--- config.mk ---
export PLATFORM = sky130hd
export DESIGN_NAME = bflk_cell
export DESIGN_NICKNAME = d
export VERILOG_FILES = /design/src/hw/rtl/bflk_pkg.sv /design/src/hw/rtl/bflk_cell.sv
export SDC_FILE = /design/constraint.sdc
export NUM_CORES = 2
export LEC_CHECK = 0
export BUFFER_PORTS_ARGS = -buffer_cell sky130_fd_sc_hd__buf_4
export CAP_MARGIN = 20
export CORE_MARGIN = 2
export CORE_UTILIZATION = 29
export DETAILED_ROUTE_END_ITERATION = 10
export MAX_ROUTING_LAYER = met4
export SYNTH_ARGS = -nofsm -noshare
export SYNTH_HDL_FRONTEND = slang
export SYNTH_SLANG_ARGS = --single-unit
--- constraint.sdc ---
create_clock -name clk -period 16.4 [get_ports clk]
set_input_delay 3.28 -clock clk [delete_from_list [all_inputs] [get_ports clk]]
set_output_delay 3.28 -clock clk [all_outputs]
set_load 0.02 [all_outputs]
--- src/hw/rtl/bflk_pkg.sv ---
// Shared types, sizes and helpers for the bidirectional flow lookup block.
// No dependencies; the cell and the top level refer to it by scoped names.

package bflk_pkg;

  // Table size and the derived widths
  localparam int FLOW_ENTRIES = 64;
  localparam int CELL_SLOTS   = 8;
  localparam int SLOT_W       = 3;
  localparam int NUM_CELLS    = (FLOW_ENTRIES + CELL_SLOTS - 1) / CELL_SLOTS;
  localparam int CELL_W       = (NUM_CELLS > 1) ? $clog2(NUM_CELLS) : 1;
  localparam int GIDX_W       = CELL_W + SLOT_W;
  localparam int CMP_W        = GIDX_W + 1;
  localparam int CNT_W        = $clog2(FLOW_ENTRIES + 1);
  localparam int OUT_IDX_W    = 6;

  // One stored flow, endpoints as first seen
  typedef struct packed {
    logic [31:0] addr1;
    logic [15:0] port1;
    logic [31:0] addr2;
    logic [15:0] port2;
  } flow_t;

  // Search request travelling down the chain
  typedef struct packed {
    logic              valid;
    logic              found;
    logic [GIDX_W-1:0] gidx;
  } tok_t;

  // Insertion control broadcast to the cells
  typedef struct packed {
    logic              en;
    logic [CELL_W-1:0] bank;
    logic [SLOT_W-1:0] slot;
  } wr_t;

  // Low bits of an entry index, zero-extended if the index is narrower
  function automatic logic [OUT_IDX_W-1:0] to_flow_index(input logic [GIDX_W-1:0] g);
    logic [GIDX_W+OUT_IDX_W-1:0] wide;
    wide = {{OUT_IDX_W{1'b0}}, g};
    return wide[OUT_IDX_W-1:0];
  endfunction

endpackage

--- src/hw/rtl/bflk_cell.sv ---
// One cell of the flow table chain: holds a bank of entries, compares them
// against the broadcast request and passes the search state on. Uses bflk_pkg.

module bflk_cell (
  input  logic                           clk,
  input  logic                           rst_n,
  input  logic [bflk_pkg::CELL_W-1:0]    cell_id,
  input  logic [bflk_pkg::CNT_W-1:0]     used_count,
  input  bflk_pkg::flow_t                query,
  input  bflk_pkg::wr_t                  wr,
  input  bflk_pkg::tok_t                 tok_in,
  output bflk_pkg::tok_t                 tok_out
);

  bflk_pkg::flow_t                       ent_r [bflk_pkg::CELL_SLOTS];
  logic [bflk_pkg::CELL_SLOTS-1:0]       slot_match;
  logic                                  hit_any;
  logic [bflk_pkg::SLOT_W-1:0]           hit_slot;
  logic [bflk_pkg::CMP_W-1:0]            cnt_ext;
  bflk_pkg::tok_t                        tok_r;
  bflk_pkg::tok_t                        tok_nxt;

  assign cnt_ext = bflk_pkg::CMP_W'(used_count);

  // Store and compare each slot
  for (genvar s = 0; s < bflk_pkg::CELL_SLOTS; s++) begin : g_slot
    logic [bflk_pkg::CMP_W-1:0] gidx_ext;
    logic                       fwd;
    logic                       rev;

    assign gidx_ext = {1'b0, cell_id, bflk_pkg::SLOT_W'(s)};
    assign fwd = (ent_r[s].addr1 == query.addr1) && (ent_r[s].port1 == query.port1) &&
                 (ent_r[s].addr2 == query.addr2) && (ent_r[s].port2 == query.port2);
    assign rev = (ent_r[s].addr2 == query.addr1) && (ent_r[s].port2 == query.port1) &&
                 (ent_r[s].addr1 == query.addr2) && (ent_r[s].port1 == query.port2);
    // only slots below the fill level take part
    assign slot_match[s] = (gidx_ext < cnt_ext) && (fwd || rev);

    always_ff @(posedge clk) begin
      if (wr.en && (wr.bank == cell_id) && (wr.slot == bflk_pkg::SLOT_W'(s))) begin
        ent_r[s] <= query;
      end
    end
  end

  // Pick the lowest matching slot
  always_comb begin
    hit_any  = 1'b0;
    hit_slot = '0;
    for (int s = bflk_pkg::CELL_SLOTS - 1; s >= 0; s--) begin
      if (slot_match[s]) begin
        hit_any  = 1'b1;
        hit_slot = bflk_pkg::SLOT_W'(s);
      end
    end
  end

  // Keep an earlier hit, otherwise take this bank's
  always_comb begin
    tok_nxt.valid = tok_in.valid;
    tok_nxt.found = tok_in.found | hit_any;
    tok_nxt.gidx  = tok_in.found ? tok_in.gidx : {cell_id, hit_slot};
  end

  // Advance the request to the next cell
  always_ff @(posedge clk) begin
    if (!rst_n) begin
      tok_r.valid <= 1'b0;
    end else begin
      tok_r <= tok_nxt;
    end
  end

  assign tok_out = tok_r;

endmodule

# Word-level counts from Yosys, hierarchy flattened
# Memory sizes are Yosys's and may differ from the RTL's.
# Index checks and enable logic that the tools add are counted.
dict set report totals {
  ff_bits 8
  mem_bits_rw 768
  output_inout_bits 8
  elab_cells 220
  memories 1
}
# memory words word_bits read_ports rd_ports_with_merged_regs wr line_no
set memory_table {}
lappend memory_table {ent_r 8 96 8 0 1 bflk_cell.sv:15} ;# bflk_pkg::flow_t ent_r [bflk_pkg::CELL_SLOTS];
dict set report op_classes {
  magnitude_cmp 8
  eq_ne 72
  n_mux 54
  bitwise 1
  n_reduce_logical 81
}
# op n
set ops {}
lappend ops {{32-bit equality test} 32}
lappend ops {{96-bit 2-to-1 mux} 7}
lappend ops {{96-bit OR reduction} 7}
lappend ops {{16-bit equality test} 32}
lappend ops {{1-bit logical AND} 65}
lappend ops {{6-bit by 7-bit < comparator with 1-bit output} 8}
lappend ops {{3-bit 2-to-1 mux} 15}
lappend ops {{1-bit 2-to-1 mux} 31}
lappend ops {{3-bit equality test (second input constant)} 4}
lappend ops {{1-bit logical OR} 8}
lappend ops {{3-bit by 2-bit equality test with 1-bit output (second input constant)} 2}
lappend ops {{6-bit 2-to-1 mux} 1}
lappend ops {{3-bit by 1-bit equality test with 1-bit output (second input constant)} 1}
lappend ops {{3-bit equality test} 1}
lappend ops {{3-bit zero test} 1}
lappend ops {{1-bit bitwise OR} 1}

# Logic depth before layout (Yosys ltp)
# An unclocked memory read counts as a cell.
dict set report logic_depth {
  depth_word 16
  ltp_mapped 11
  mapped_depth_nobuf 10
}

# Worst setup path after synthesis
# OpenSTA, ideal clock, no wires.
dict set report synth_path {
  kind {input -> register}
  startpoint {input wr[4] in the netlist's numbering}
  endpoint {memory ent_r[0][0] in the netlist's numbering (enable)}
  t_arrival_ps 10335
  t_required_ps 15730
  slack_ps 5396
  path_stages 4
  cell_sequence {xnor2_1 nand4_1 or2_2 nor3_1}
}
dict set report synth_between {
  elab_chain_cells 13
  elab_cells_between_ends 47
  classes_between {eq/ne (1); mux (30); reduce/logical (16)}
}
# item line_no
set synth_lines {}
lappend synth_lines {{from (decl)} bflk_cell.sv:10} ;# input bflk_pkg::wr_t wr,
lappend synth_lines {{3-bit equality test (*)} bflk_cell.sv:40} ;# if (wr.en && (wr.bank == cell_id) && (wr.slot == bflk_pkg::SLOT_W'(s))) begin
lappend synth_lines {{1-bit logical AND (*)} bflk_cell.sv:40}
lappend synth_lines {{1-bit logical AND} bflk_cell.sv:40}
lappend synth_lines {{1-bit 2-to-1 mux} bflk_cell.sv:40}
lappend synth_lines {{1-bit 2-to-1 mux (implied by the code)} bflk_cell.sv:41} ;# ent_r[s] <= query;
lappend synth_lines {{96-bit OR reduction (no line)} --}
lappend synth_lines {{3-bit 2-to-1 mux (no line) or 1-bit 2-to-1 mux (tied branches) (7 in a row)} --}
lappend synth_lines {{to (decl)} bflk_cell.sv:15}
# Mark *: on every way between the ends. The rest lies on a longest branch, timed or not.

==> results.sh <==
export IMPL_status="finished, final reports clean"
export IMPL_setup_worst_path_end_class="register"
export IMPL_ios=131
export IMPL_start_kind="input pin"
export IMPL_port_buffers=130
export IMPL_rows=140
export IMPL_rr_startpoint="ent_r[1][33]"
export IMPL_whs_ns=1.43
export IMPL_drtPass1Iterations=6
export IMPL_ant_nets=0
export IMPL_clk_path_buf_depth=3
export IMPL_hold_path_cell_count=8
export IMPL_cp_max_fo=24
export IMPL_area_growth_pct=11.3
export IMPL_worstSetupPathType="in -> reg"
export IMPL_synth_edff_count=775
export IMPL_cts_sinks=776
export IMPL_cts_resized=0
export IMPL_power_frac_seq_pct=47.4
export IMPL_dp_hpwl_um=102000
export IMPL_cts_buffers=87
export IMPL_cts_root_buf="clkbuf_16"
export IMPL_insertion_delay_ns=0.67
export IMPL_nNetsFinal=3301
export IMPL_total_power_uw=4680
export IMPL_clkTransAtPathRegs_ns=0.06
export IMPL_tns_ns=0
export IMPL_setup_viol=0
export IMPL_final_max_slew_viol_count=0
export IMPL_finalHoldViolations=0
export IMPL_maxCapViolCount=0
export IMPL_p_int_uw=3450
export IMPL_p_clk_share_pct=41.7
export IMPL_grt_pass1_vias=26700
export IMPL_yosys_area_top_type_share_pct=55.1
export IMPL_route_detailed_drc=0
export IMPL_post_cts_buffers=0
export IMPL_pwr_share_comb_pct=10.8
export IMPL_fin_crit_sh_pct=37.5
export IMPL_crit_start="query[20]"
export IMPL_synth_fp_nets=3237
export IMPL_ys_flop_type="edfxtp_1"
export IMPL_ys_types=46
export IMPL_p_per_area_nw_per_um2=99.5
export IMPL_die_width_um=386
export IMPL_synth_area_leaders="edfxtp_1, xor2_1, xnor2_1"
export IMPL_ys_seq_area_share_pct=55.1
export IMPL_ys_seq_elements=776
export IMPL_hold_path_class="reg -> reg"
export IMPL_fillers=14300
export IMPL_via_per_inst=5.42
export IMPL_grt_pass1_wl_um=223000
export IMPL_synth_top_cell_by_area="edfxtp_1"
export IMPL_max_freq_mhz=163
export IMPL_track_usage_pct=22.5
export IMPL_grt_antenna_before_repair=5
export IMPL_netlist_area_um2=42200
export IMPL_slew_headroom_pct=23.2
export IMPL_irDropWorstVdd_mv=0.0890
export IMPL_final_layout_size_suffix_gt1_share_pct=9.32
export IMPL_gp_congestion=0.981
export IMPL_cp_data_arrival_time_ns=6.55
export IMPL_power_switching_share_pct=26.2
export IMPL_yosys_warnings=0
export IMPL_htreeDepth=3
export IMPL_rsz0062_at_grt="false"
export IMPL_num_vias=28000
export IMPL_r2r_cells=8
export IMPL_required_ns=16.80
export IMPL_hp_start="ent_r[1][209]"
export IMPL_power_switching_uw=1230
export IMPL_wirelength_um=167000
export IMPL_clock_skew_ns=0.0242
export IMPL_grt_max_degree=85
export IMPL_fin_crit_ns=6.15
export IMPL_cts_tree="done"
export IMPL_cts_hold_buf=0
export IMPL_multi_input_area_um2=17200
export IMPL_synth_avg_cell_area_um2=13.6
export IMPL_layout_area_seq_um2=23300
export IMPL_drt_iter0_drc=4493
export IMPL_syn_inst=3110
export IMPL_async_flop_share_pct=0
export IMPL_coreArea_um2=145000
export IMPL_dieHeight_um=386
export IMPL_worst_pin_slew_ns=1.14
export IMPL_start_util_pct=29.1
export IMPL_die_area_um2=149000
export IMPL_p_leak_uw=0.0153
export IMPL_globalRouteOverflowTotal=0
export IMPL_wl_per_cell_um=32.4
export IMPL_final_core_utilization_pct=32.4
==> power groups by stage <==
stage	combinational (µW)	sequential (µW)	clock, µW
after floorplan	283	2260	0
after global placement	489	2260	0
after detailed placement	488	2260	0
after CTS	490	2220	1960
after global routing	512	2220	2030
final	507	2220	1950
==> per-layer routing <==
metal | vias up | GRT usage (%) | routed length, µm
met5 | - | - | 0
met3 | 391 | 3.52 | 17100
met4 | 0 | 8.54 | 7570
met1 | 14400 | 30.6 | 69100
li1 | 11200 | - | -
met2 | 1972 | 33.6 | 73300
==> layout by cell type (no fill, tap or decap), types with 3 or more instances in the layout <==
cell type / Yosys / routed
nor2_1: 16 / 10
clkinv_2: 0 / 10
ha_1: 4 / 4
xnor2_1: 376 / 376
nand3_1: 7 / 7
nand2_1: 8 / 8
clkbuf_1: 2 / 24
buf_4: 32 / 166
inv_1: 19 / 19
clkinv_1: 0 / 18
nor4_1: 325 / 325
clkbuf_16: 0 / 89
diode_2: 0 / 3
o21ai_0: 3 / 3
a21oi_1: 4 / 3
nand4_1: 170 / 170
o22ai_1: 5 / 5
nor3_1: 7 / 5
bufinv_16: 0 / 7
xor2_1: 1151 / 1151
nand2b_1: 3 / 3
nor2_4: 0 / 6
a22o_1: 5 / 5
edfxtp_1: 775 / 775
or2_2: 4 / 4
a221o_1: 3 / 3
==> kinds of logic (layout without fill, tap and decap cells) <==
kind of cell | count (synthesis) | in the layout | synth area share [%]
DFF | 776 | 776 | 55.1
adders and majority gates | 4 | 4 | 0.118
buffers and inverters | 213 | 344 | 4.35
and+or+nand+nor | 554 | 554 | 8.08
muxes | 2 | 2 | 0.0533
AOI/OAI and AO/OA | 34 | 34 | 0.607
xor gates and xnor gates | 1527 | 1527 | 31.7
other | 0 | 3 | 0
==> worst max-delay path: stages <==
cell and delay, ns:
buf_4 0.55, xor2_1 0.15, nor4_1 0.70, nand4_1 0.32
nor4_1 0.48, a22oi_1 0.34, a31oi_1 0.32, nor4_1 0.11
a221o_1 0.26
==> worst paths after layout <==
kind / end / slack [ns]
hold / removal: tok_out[6] / 1.43
setup reg to reg: tok_out[1] / 12.96
hold reg to reg: tok_out[6] / 1.43
setup / recovery: tok_out[1] / 10.25
==> synth_stat cells (all sizes together), types with 2 or more instances <==
master and number:
a21oi 4, a221o 3, a22o 5, a22oi 2, a31oi 2, buf 192, clkbuf 2, edfxtp 775
ha 4, inv 19, mux2 2, nand2 8, nand2b 3, nand3 7, nand4 170, nand4b 2
nor2 17, nor3 7, nor4 327, nor4b 2, o21ai 3, o221ai 2, o22ai 5, or2 5
or3 2, xnor2 376, xor2 1151
==> sequential cells by signal (all words and copies together), names as in the netlist <==
name	cells
tok_out	8
ent_r	768
==> area by class of cell <==
| class | instances | area share, % |
|---|---|---|
| multi-input combinational | 2121 | 36.5 |
| inverter | 19 | 0.152 |
| clock buffer | 113 | 4.93 |
| antenna | 3 | 0.0160 |
| sequential | 776 | 49.5 |
| clock inverter | 43 | 0.929 |
| timing repair buffer | 169 | 2.80 |
| tap | 1917 | 5.10 |
==> per-stage QoR <==
| stage | area [µm²] | worst slack, ns | std cells |
|---|---|---|---|
| after floorplan | 42200 | 5.40 | 3110 |
| after global placement | 44200 | 9.36 | 4999 |
| after detailed placement | 44200 | 9.69 | 5001 |
| after CTS | 47000 | 10.37 | 5157 |
| after global routing | 47000 | 10.12 | 5160 |
| final | 47000 | 10.25 | 5161 |
Note: power is estimated with default switching activity, not from simulation.
